[config.mk]
export PLATFORM = sky130hd
export DESIGN_NAME = hsv_to_rgb_integer
export DESIGN_NICKNAME = d
export VERILOG_FILES = /design/src/rtl/core/hsv_pkg.sv /design/src/rtl/core/hsv_sector.sv /design/src/rtl/core/hsv_level.sv /design/src/rtl/core/hsv_div.sv /design/src/rtl/core/hsv_to_rgb_integer.sv
export SDC_FILE = /design/constraint.sdc
export NUM_CORES = 2
export LEC_CHECK = 0
export ABC_AREA = 1
export BUFFER_PORTS_ARGS = -buffer_cell sky130_fd_sc_hd__buf_2
export CAP_MARGIN = 15
export CORE_ASPECT_RATIO = 2
export CORE_MARGIN = 2
export CORE_UTILIZATION = 54
export CTS_CLUSTER_DIAMETER = 120
export CTS_CLUSTER_SIZE = 25
export DETAILED_ROUTE_END_ITERATION = 16
export HOLD_SLACK_MARGIN = 0.03
export PLACE_DENSITY = 0.7
export SLEW_MARGIN = 25
export SYNTH_ARGS = -nofsm -noshare
export SYNTH_HDL_FRONTEND = slang
export SYNTH_SLANG_ARGS = --single-unit
[constraint.sdc]
create_clock -name clock -period 10.8 [get_ports clock]
set_input_delay 0 -clock clock [delete_from_list [all_inputs] [get_ports clock]]
set_output_delay 0 -clock clock [all_outputs]
set_load 0.02 [all_outputs]
[src/rtl/core/hsv_pkg.sv]
package hsv_pkg;

   localparam int ChanCount   = 3;
   localparam int ChanWidth   = 8;
   localparam int HueWidth    = 9;
   localparam int HueWrap     = 360;
   localparam int SectorDeg   = 60;
   localparam int SectorCount = 6;
   localparam int SecWidth    = 3;
   localparam int ResWidth    = 6;
   localparam int SpanWidth   = 7;
   localparam int LevelFull   = 255 * 60;
   localparam int LevelWidth  = 14;
   localparam int DropWidth   = 15;
   localparam int ProdWidth   = 22;
   localparam int RecipShift  = 24;
   localparam int RecipMul    = (1 << RecipShift) / LevelFull;
   localparam int RecipWidth  = 11;
   localparam int EstWidth    = ProdWidth + RecipWidth;

   localparam logic [1:0] ChRed   = 2'd0;
   localparam logic [1:0] ChGreen = 2'd1;
   localparam logic [1:0] ChBlue  = 2'd2;

   typedef enum logic [SecWidth-1:0] {
      SEC_RED,
      SEC_YELLOW,
      SEC_GREEN,
      SEC_CYAN,
      SEC_BLUE,
      SEC_MAGENTA
   } sector_type;

   typedef enum logic [1:0] {
      ROLE_ZERO,
      ROLE_FULL,
      ROLE_RISE,
      ROLE_FALL
   } role_type;

   typedef logic [ChanWidth-1:0]  chan_type;
   typedef logic [LevelWidth-1:0] level_type;
   typedef logic [ProdWidth-1:0]  prod_type;

   // what a channel does inside each hue sector
   function automatic role_type chan_role(sector_type sec, logic [1:0] ch);
      role_type role;
      role = ROLE_ZERO;
      unique case (sec)
         SEC_RED:     role = (ch == ChRed)   ? ROLE_FULL :
                             (ch == ChGreen) ? ROLE_RISE : ROLE_ZERO;
         SEC_YELLOW:  role = (ch == ChRed)   ? ROLE_FALL :
                             (ch == ChGreen) ? ROLE_FULL : ROLE_ZERO;
         SEC_GREEN:   role = (ch == ChRed)   ? ROLE_ZERO :
                             (ch == ChGreen) ? ROLE_FULL : ROLE_RISE;
         SEC_CYAN:    role = (ch == ChRed)   ? ROLE_ZERO :
                             (ch == ChGreen) ? ROLE_FALL : ROLE_FULL;
         SEC_BLUE:    role = (ch == ChRed)   ? ROLE_RISE :
                             (ch == ChGreen) ? ROLE_ZERO : ROLE_FULL;
         SEC_MAGENTA: role = (ch == ChRed)   ? ROLE_FULL :
                             (ch == ChGreen) ? ROLE_ZERO : ROLE_FALL;
         default:     role = ROLE_ZERO;
      endcase
      return role;
   endfunction

endpackage

[src/rtl/core/hsv_sector.sv]
module hsv_sector (
   input  logic                           clock,
   input  logic                           reset,
   input  logic                           in_valid,
   output logic                           in_stall,
   input  logic [hsv_pkg::HueWidth-1:0]   hue,
   input  logic [hsv_pkg::ChanWidth-1:0]  sat,
   input  logic [hsv_pkg::ChanWidth-1:0]  bri,
   output logic                           out_valid,
   input  logic                           out_stall,
   output hsv_pkg::sector_type            sector,
   output logic [hsv_pkg::ResWidth-1:0]   residue,
   output logic [hsv_pkg::ChanWidth-1:0]  sat_out,
   output logic [hsv_pkg::ChanWidth-1:0]  bri_out
);
   import hsv_pkg::*;

   logic                  valid_ff;
   logic                  advance;
   logic [HueWidth-1:0]   hue_wrap;
   logic [SecWidth-1:0]   sec_count;
   sector_type            sector_in, sector_ff;
   logic [ResWidth-1:0]   residue_in, residue_ff;
   logic [ChanWidth-1:0]  sat_ff, bri_ff;

   assign advance  = !valid_ff || !out_stall;
   assign in_stall = !advance;

   always_comb begin
      hue_wrap = (hue >= HueWidth'(HueWrap)) ? hue - HueWidth'(HueWrap) : hue;
      sec_count = '0;
      for (int i = 1; i < SectorCount; i++) begin
         if (hue_wrap >= HueWidth'(i * SectorDeg)) begin
            sec_count = sec_count + SecWidth'(1);
         end
      end
      residue_in = ResWidth'(hue_wrap - HueWidth'(sec_count * SectorDeg));
      sector_in  = sector_type'(sec_count);
   end

   always_ff @(posedge clock) begin
      if (reset) begin
         valid_ff <= 1'b0;
      end else if (advance) begin
         valid_ff <= in_valid;
      end
      if (advance) begin
         sector_ff  <= sector_in;
         residue_ff <= residue_in;
         sat_ff     <= sat;
         bri_ff     <= bri;
      end
   end

   assign out_valid = valid_ff;
   assign sector    = sector_ff;
   assign residue   = residue_ff;
   assign sat_out   = sat_ff;
   assign bri_out   = bri_ff;

endmodule

[src/rtl/core/hsv_level.sv]
module hsv_level (
   input  logic                           clock,
   input  logic                           reset,
   input  logic                           in_valid,
   output logic                           in_stall,
   input  hsv_pkg::sector_type            sector,
   input  logic [hsv_pkg::ResWidth-1:0]   residue,
   input  logic [hsv_pkg::ChanWidth-1:0]  sat,
   input  logic [hsv_pkg::ChanWidth-1:0]  bri,
   output logic                           out_valid,
   input  logic                           out_stall,
   output hsv_pkg::prod_type              prod [hsv_pkg::ChanCount]
);
   import hsv_pkg::*;

   logic                  valid_a_ff, valid_b_ff;
   logic                  adv_a, adv_b;
   level_type             level_in [ChanCount];
   level_type             level_ff [ChanCount];
   logic [ChanWidth-1:0]  bri_ff;
   prod_type              prod_in [ChanCount];
   prod_type              prod_ff [ChanCount];
   role_type              role [ChanCount];
   logic [SpanWidth-1:0]  span [ChanCount];
   logic [SpanWidth-1:0]  gap [ChanCount];
   logic [DropWidth-1:0]  drop [ChanCount];

   assign adv_b    = !valid_b_ff || !out_stall;
   assign adv_a    = !valid_a_ff || adv_b;
   assign in_stall = !adv_a;

   // channel level scaled by 60: full minus the saturation pull; the registered level is then multiplied by brightness
   always_comb begin
      for (int c = 0; c < ChanCount; c++) begin
         role[c] = chan_role(sector, 2'(c));
         unique case (role[c])
            ROLE_ZERO: span[c] = '0;
            ROLE_FULL: span[c] = SpanWidth'(SectorDeg);
            ROLE_RISE: span[c] = SpanWidth'(residue);
            ROLE_FALL: span[c] = SpanWidth'(SectorDeg) - SpanWidth'(residue);
            default:   span[c] = '0;
         endcase
         gap[c]      = SpanWidth'(SectorDeg) - span[c];
         drop[c]     = DropWidth'(gap[c]) * DropWidth'(sat);
         level_in[c] = LevelWidth'(LevelFull) - LevelWidth'(drop[c]);
         prod_in[c]  = ProdWidth'(level_ff[c]) * ProdWidth'(bri_ff);
      end
   end

   always_ff @(posedge clock) begin
      if (reset) begin
         valid_a_ff <= 1'b0;
         valid_b_ff <= 1'b0;
      end else begin
         if (adv_a) begin
            valid_a_ff <= in_valid;
         end
         if (adv_b) begin
            valid_b_ff <= valid_a_ff;
         end
      end
      if (adv_a) begin
         level_ff <= level_in;
         bri_ff   <= bri;
      end
      if (adv_b) begin
         prod_ff <= prod_in;
      end
   end

   assign out_valid = valid_b_ff;
   assign prod      = prod_ff;

endmodule

[src/rtl/core/hsv_div.sv]
module hsv_div (
   input  logic               clock,
   input  logic               reset,
   input  logic               in_valid,
   output logic               in_stall,
   input  hsv_pkg::prod_type  prod [hsv_pkg::ChanCount],
   output logic               out_valid,
   input  logic               out_stall,
   output hsv_pkg::chan_type  chan [hsv_pkg::ChanCount]
);
   import hsv_pkg::*;

   logic                  valid_a_ff, valid_b_ff;
   logic                  adv_a, adv_b;
   logic [EstWidth-1:0]   est [ChanCount];
   chan_type              quot_ff [ChanCount];
   prod_type              prod_ff [ChanCount];
   prod_type              back [ChanCount];
   prod_type              rem [ChanCount];
   chan_type              chan_in [ChanCount];
   chan_type              chan_ff [ChanCount];

   assign adv_b    = !valid_b_ff || !out_stall;
   assign adv_a    = !valid_a_ff || adv_b;
   assign in_stall = !adv_a;

   // divide by 15300: reciprocal estimate is exact or one short
   always_comb begin
      for (int c = 0; c < ChanCount; c++) begin
         est[c]     = EstWidth'(prod[c]) * EstWidth'(RecipMul);
         back[c]    = ProdWidth'(quot_ff[c]) * ProdWidth'(LevelFull);
         rem[c]     = prod_ff[c] - back[c];
         chan_in[c] = quot_ff[c] + ChanWidth'(rem[c] >= ProdWidth'(LevelFull));
      end
   end

   always_ff @(posedge clock) begin
      if (reset) begin
         valid_a_ff <= 1'b0;
         valid_b_ff <= 1'b0;
      end else begin
         if (adv_a) begin
            valid_a_ff <= in_valid;
         end
         if (adv_b) begin
            valid_b_ff <= valid_a_ff;
         end
      end
      if (adv_a) begin
         for (int c = 0; c < ChanCount; c++) begin
            quot_ff[c] <= est[c][RecipShift +: ChanWidth];
            prod_ff[c] <= prod[c];
         end
      end
      if (adv_b) begin
         chan_ff <= chan_in;
      end
   end

   assign out_valid = valid_b_ff;
   assign chan      = chan_ff;

endmodule

[src/rtl/core/hsv_to_rgb_integer.sv]
// HSV to 8-bit RGB converter. Takes one request per clock while req_stall is
// low and returns each result in order through its stages (sector decode,
// saturation pull, brightness multiply, two-stage divide by 15300). rsp_stall
// holds the whole pipeline; bubbles close up, so req_stall rises only once
// every stage holds a request. Hue values from 360 to 511 wrap modulo 360.
module hsv_to_rgb_integer (
   input  logic                           clock,
   input  logic                           reset,
   input  logic                           req_valid,
   output logic                           req_stall,
   input  logic [hsv_pkg::HueWidth-1:0]   req_hue_deg,
   input  logic [hsv_pkg::ChanWidth-1:0]  req_saturation,
   input  logic [hsv_pkg::ChanWidth-1:0]  req_brightness,
   output logic                           rsp_valid,
   input  logic                           rsp_stall,
   output logic [hsv_pkg::ChanWidth-1:0]  rsp_red_out,
   output logic [hsv_pkg::ChanWidth-1:0]  rsp_green_out,
   output logic [hsv_pkg::ChanWidth-1:0]  rsp_blue_out
);
   import hsv_pkg::*;

   logic                  sec_valid, sec_stall;
   sector_type            sector;
   logic [ResWidth-1:0]   residue;
   logic [ChanWidth-1:0]  sec_sat, sec_bri;
   logic                  lvl_valid, lvl_stall;
   prod_type              prod [ChanCount];
   chan_type              chan [ChanCount];

   hsv_sector u_sector (
      .clock     (clock),
      .reset     (reset),
      .in_valid  (req_valid),
      .in_stall  (req_stall),
      .hue       (req_hue_deg),
      .sat       (req_saturation),
      .bri       (req_brightness),
      .out_valid (sec_valid),
      .out_stall (sec_stall),
      .sector    (sector),
      .residue   (residue),
      .sat_out   (sec_sat),
      .bri_out   (sec_bri)
   );

   hsv_level u_level (
      .clock     (clock),
      .reset     (reset),
      .in_valid  (sec_valid),
      .in_stall  (sec_stall),
      .sector    (sector),
      .residue   (residue),
      .sat       (sec_sat),
      .bri       (sec_bri),
      .out_valid (lvl_valid),
      .out_stall (lvl_stall),
      .prod      (prod)
   );

   hsv_div u_div (
      .clock     (clock),
      .reset     (reset),
      .in_valid  (lvl_valid),
      .in_stall  (lvl_stall),
      .prod      (prod),
      .out_valid (rsp_valid),
      .out_stall (rsp_stall),
      .chan      (chan)
   );

   assign rsp_red_out   = chan[ChRed];
   assign rsp_green_out = chan[ChGreen];
   assign rsp_blue_out  = chan[ChBlue];

endmodule
Word level (Yosys, flattened, before mapping):

Memory sizes are Yosys's and may differ from the RTL's.
Index checks and enable logic that the tools add are counted.

* $add $sub $neg: 19
* $mul: 13
* divide/modulo/power cells: 0
* magnitude comparators: 9
* equality and inequality tests: 14
* shift operators: 0
* mux-type cells: 14
* bitwise operators: 0
* reductions and logical operators: 19

Operator list (number)
* 22-bit by 8-bit multiplier with 29-bit output, second input constant: 3
* 7-bit case mux with 4 select lines: 3
* 22-bit by 14-bit greater-or-equal comparator with 1-bit output, second input constant: 3
* 14-bit by 8-bit multiplier with 22-bit output: 3
* 22-bit subtractor: 3
* 8-bit by 12-bit multiplier with 20-bit output, second input constant: 3
* 7-bit by 8-bit multiplier with 14-bit output: 3
* 14-bit subtractor, first input constant: 3
* 8-bit by 1-bit adder with 8-bit output: 3
* 6-bit by 7-bit subtractor with 7-bit output, first input constant: 3
* 9-bit by 8-bit greater-or-equal comparator with 1-bit output, second input constant: 2
* 9-bit greater-or-equal comparator, second input constant: 2
* 2-bit case mux with 3 select lines: 3
* 2-bit == test, second input constant: 6
* 3-bit two-way mux: 4
* 3-bit by 1-bit adder with 3-bit output, second input constant: 3
* 9-bit by 6-bit greater-or-equal comparator with 1-bit output, second input constant: 1
* 9-bit by 7-bit greater-or-equal comparator with 1-bit output, second input constant: 1
* 9-bit two-way mux: 1
* 9-bit subtractor, second input constant: 1
* 1-bit logical NOT: 7
* 6-bit by 6-bit subtractor with 7-bit output, first input constant: 1
* 2-bit by 1-bit == test with 1-bit output, second input constant: 3
* 3-bit by 2-bit == test with 1-bit output, second input constant: 2
* other kinds (10): 21

* flip-flop bits (word level): 170
* bits in latches: 0
* memory bits (writable): 90
* memory bits (read-only): 0
* logic and storage cells: 109
* memories kept: 2

Memory list
* u_div.prod_ff: depth 3, width 22, rd ports 3, clocked after Yosys merged registers in 0, wr ports 3, RTL line hsv_div.sv:17 `prod_type prod_ff [ChanCount];`
* u_div.quot_ff: depth 3, width 8, rd ports 3, clocked after Yosys merged registers in 0, wr ports 3, RTL line hsv_div.sv:16 `chan_type quot_ff [ChanCount];`

Logic depth before layout (Yosys ltp):

* word-level depth: 14
* gate-level depth with buffers: 39
* mapped depth without buffers: 39

Cells and area by module:

From an unflattened synthesis, not the netlist that was laid out.

* cell total of the unflattened synthesis: 5325
* area total of the unflattened synthesis: 42229.3 um2

By module, submodules not included
* hsv_level: times used 1, cells each 2588, area each 21095.2 um2
* hsv_div: times used 1, cells each 2569, area each 19598.8 um2
* hsv_sector: times used 1, cells each 168, area each 1535.2 um2

Worst setup path after synthesis:

Ideal clock, no wire load.

* kind: register to register
* from: register u_div.valid_b_ff, in the netlist u_div.out_valid
* to: register u_sector.bri_ff[0], in the netlist u_sector.bri_out[0], enable pin
* arrival time: 6323 ps
* data required time: 10419 ps
* slack: 4097 ps
* cell stages (with the launch flop): 10
* clock period less this slack: 6703 ps
* cells stage by stage: dfxtp_1 nand2_1 nor2_1 inv_1 nor2_1 inv_1 nor2_1 inv_1 nor2_1 inv_1

* longest elaborated chain between the ends: 6

RTL lines
* start: declaration: RTL line hsv_div.sv:13 `logic valid_a_ff, valid_b_ff;`
* start signal: assignment: RTL line hsv_div.sv:46 `valid_b_ff <= valid_a_ff;`
* 1-bit logical NOT: RTL line hsv_div.sv:23 `assign adv_b = !valid_b_ff || !out_stall;`
* 1-bit logical OR: RTL line hsv_div.sv:23
* net u_div.adv_b: RTL line hsv_div.sv:14 `logic adv_a, adv_b;`
* 1-bit logical OR: RTL line hsv_div.sv:24 `assign adv_a = !valid_a_ff || adv_b;`
* net u_div.adv_a: RTL line hsv_div.sv:14
* 1-bit logical OR: RTL line hsv_level.sv:28 `assign adv_b = !valid_b_ff || !out_stall;`
* net u_level.adv_b: RTL line hsv_level.sv:17 `logic adv_a, adv_b;`
* 1-bit logical OR: RTL line hsv_level.sv:29 `assign adv_a = !valid_a_ff || adv_b;`
* net u_level.adv_a: RTL line hsv_level.sv:17
* 1-bit logical OR: RTL line hsv_sector.sv:26 `assign advance = !valid_ff || !out_stall;`
* end signal: assignment: RTL line hsv_sector.sv:51 `bri_ff <= bri;`
* end: declaration: RTL line hsv_sector.sv:24 `logic [ChanWidth-1:0] sat_ff, bri_ff;`

The timed path passes the listed nets, and every way through them passes these cells.
A chain may end at the register's enable or synchronous reset.

==> impl_metrics.ini <==
[yosys]
synth-edff-count = 249
syn_nets = 6124
avgSynthCellArea_sq_um = 8.20
synth_commonest_cells = inv_1 (1238), nand2_1 (963), ha_1 (654)
synth-seq-cells = 254
syn_inst = 5004
yosys_warnings = 0
synth_top_cell_by_area = fa_1
synth_seq_area_share = 0.185
synth_top_area_frac = 0.213
yosys-top-cells-area = fa_1 (21%), ha_1 (20%), edfxtp_1 (18%), inv_1 (11%), nand2_1 (8.8%)
syn_area_sq_um = 41000
yosysMostFrequentCell = inv_1
synthArstFlopShare = 0
synthFlopType = edfxtp_1
ys_types = 59

[detailed_routing]
first_pass_iters = 6
drtIter0Drc = 1145
ant_nets = 0
wl_per_cell_microns = 15.7
wl_met2_mm = 56.2
drc = 0
dr_wl_met3_mm = 2.01
dr.max_layer_used = met4
wl_met1_mm = 31.5
vias_per_cell = 5.28
vias = 31800
drt_wl_total_mm = 94.9

[clocking]
ctsResizeCount = 0
numCtsBuffers = 14
clock_latency_ps = 530
htree_levels = 1
post_cts_buffers = 0
clk_pin_slew_ps = 120
cts.path.max_buffers = 3
cts.sinks = 254
root_buffer = clkbuf_16
cts_tree = built

[finish]
drive_gt1_frac = 0.0271
fin_cells = 6030
antenna_cells = 0
area_delta_synth_final_pct = 4.53
nets = 6130

[timing]
hold_viol = 0
finalWorstSetupSlack_ps = 3940
rsz0062_at_grt = false
slew_headroom = 0.362
setup_violations = 0
setup-tns-final_ps = 0
finalCritPeriodShare = 0.636
finalClockSkew_ps = 29.8
tightest_slew_ps = 956
max_freq_mhz = 146
fin_crit_ps = 6860
finalMaxSlewViolations = 0

[critical_path]
worst_path_max_delay_cell = fa_1
critPathCaptureType = flip-flop
r2r_cells = 33
timing.rr.end = u_div.chan[15]
crit_arrival_ps = 7150
crit_path_max_incr_delay_ps = 680
critPathLaunchType = flip-flop
critPathLaunch = u_div.quot_ff[0][13]
timing.critical_path.mode_cell = nand2_1
rrSetupSlack_ps = 3940
worstSetupPathType = reg -> reg
critical_path_required_ps = 11080
reg2reg_from = u_div.quot_ff[0][13]
cp_max_fo = 8

[min_path]
holdPathEnd = u_div.chan[20]
worstHoldStart = rsp_stall
holdPathStages = 3
worstHoldPathType = in -> reg

[place]
place_ws_ps = 3920
hpwl_mm = 81.5
post-place-cells = 5988
numPortBuffers = 54
gp_congestion = 0.972

[grt]
grt_usage = 0.252
grt_max_degree = 68
grt_first_pass_wirelength_mm = 159
antenna_found_initial = 0
gr-total-overflow = 0
grt_pass1_vias = 34700

[floorplanning]
core_area_sq_um = 75700
die_w_microns = 199
initial_core_util = 0.542
rows = 143
die-area_sq_um = 78400
num_io_pins = 55
die_y_microns = 394

[outcome]
status = completed

[flow_run]
cap_violations = 0
worst max-delay path, delay by kind of cell (launching register included):
| family | cells | cell delay [ps] |
|---|---|---|
| AOI/OAI and AO/OA | 2 | 360 |
| xor gates and xnor gates | 2 | 250 |
| buffers and inverters | 5 | 360 |
| and+or+nand+nor | 17 | 1910 |
| adders and majority gates | 7 | 3120 |
| DFF | 1 | 600 |
flip-flops by register name, indices dropped and copies added (netlist names):
| name | cells |
|---|---|
| u_level.bri_ff | 8 |
| u_div.out_valid | 1 |
| u_div.valid_a_ff | 1 |
| u_div.chan | 24 |
| u_sector.residue | 6 |
| u_div.prod_ff | 60 |
| u_level.prod | 66 |
| u_sector.bri_out | 8 |
| u_sector.sat_out | 8 |
| u_level.valid_a_ff | 1 |
| u_level.out_valid | 1 |
| u_sector.out_valid | 1 |
| u_div.quot_ff | 24 |
| u_sector.sector | 3 |
| u_level.level_ff | 42 |
metal layers:
metal	vias up	track usage
li1	15600	-
met1	15400	0.230
met2	554	0.533
met3	284	0.0139
met4	0	0.127
met5	-	0
cell families after synthesis:
logic type               after synthesis  share of synthesized area
adder cells (fa/ha/maj)             1091                      0.413
flip-flops                           254                      0.185
XOR/XNOR                             211                     0.0466
buffers and inverters               1356                      0.125
AND/OR/NAND/NOR                     1588                      0.161
AO/OA/AOI/OAI                        504                     0.0703
metrics by stage:
stage | hold WS (ps) | utilization | instance area (sq um)
final | 71.2 | 0.567 | 42900
after global routing | 88.5 | 0.567 | 42900
after global placement | 177 | 0.559 | 42300
after CTS | 46.4 | 0.567 | 42900
after detailed placement | 178 | 0.559 | 42300
after floorplan | 69.1 | - | 41000
what timing repair did:
action	CTS	global route
endpoints found under the setup margin	0	0
hold buffers	21	0
endpoints found under the hold margin	24	0
layout by cell type, fill, tap and decap left out, types with 6 or more instances in the layout:
cell	instances
buf_2	54
nand2_1	963
nand3b_1	16
o31ai_1	11
nor4_1	13
a21o_1	33
a21oi_1	258
nor2_1	298
nand3_1	175
xnor2_1	63
o211ai_1	8
buf_4	14
nand4_1	53
o21bai_1	15
fa_1	437
o2111ai_1	6
clkbuf_16	15
inv_1	1235
a211oi_1	6
edfxtp_1	249
ha_1	654
a31oi_1	20
xor2_1	141
nor3_1	38
o21a_1	12
dlygate4sd3_1	21
inv_2	14
o21ai_0	113
area by class of cell:
type                       count  area, sq um
fill                        7001        32800
sequential                   254         7580
inverter                    1257         4730
clock inverter                 2         25.0
timing repair buffer          89          586
multi-input combinational   3394        28300
tap                         1015         1270
clock buffer                  19          390
worst max-delay path by stage:
stage	end	slack [ps]	depth (start not counted)
6_report	u_div.chan[15]	3940	33
4_1_cts	u_div.chan[15]	3900	33
3_3_place_gp	u_div.chan[15]	3960	33
5_1_grt	u_div.chan[15]	3230	33
2_1_floorplan	u_sector.bri_out[0]	4100	9
3_5_place_dp	u_div.chan[15]	3920	33
Power is left out: the tool's default activity adds up to more than one toggle a clock period on the data nets, which glitch-free logic cannot reach.
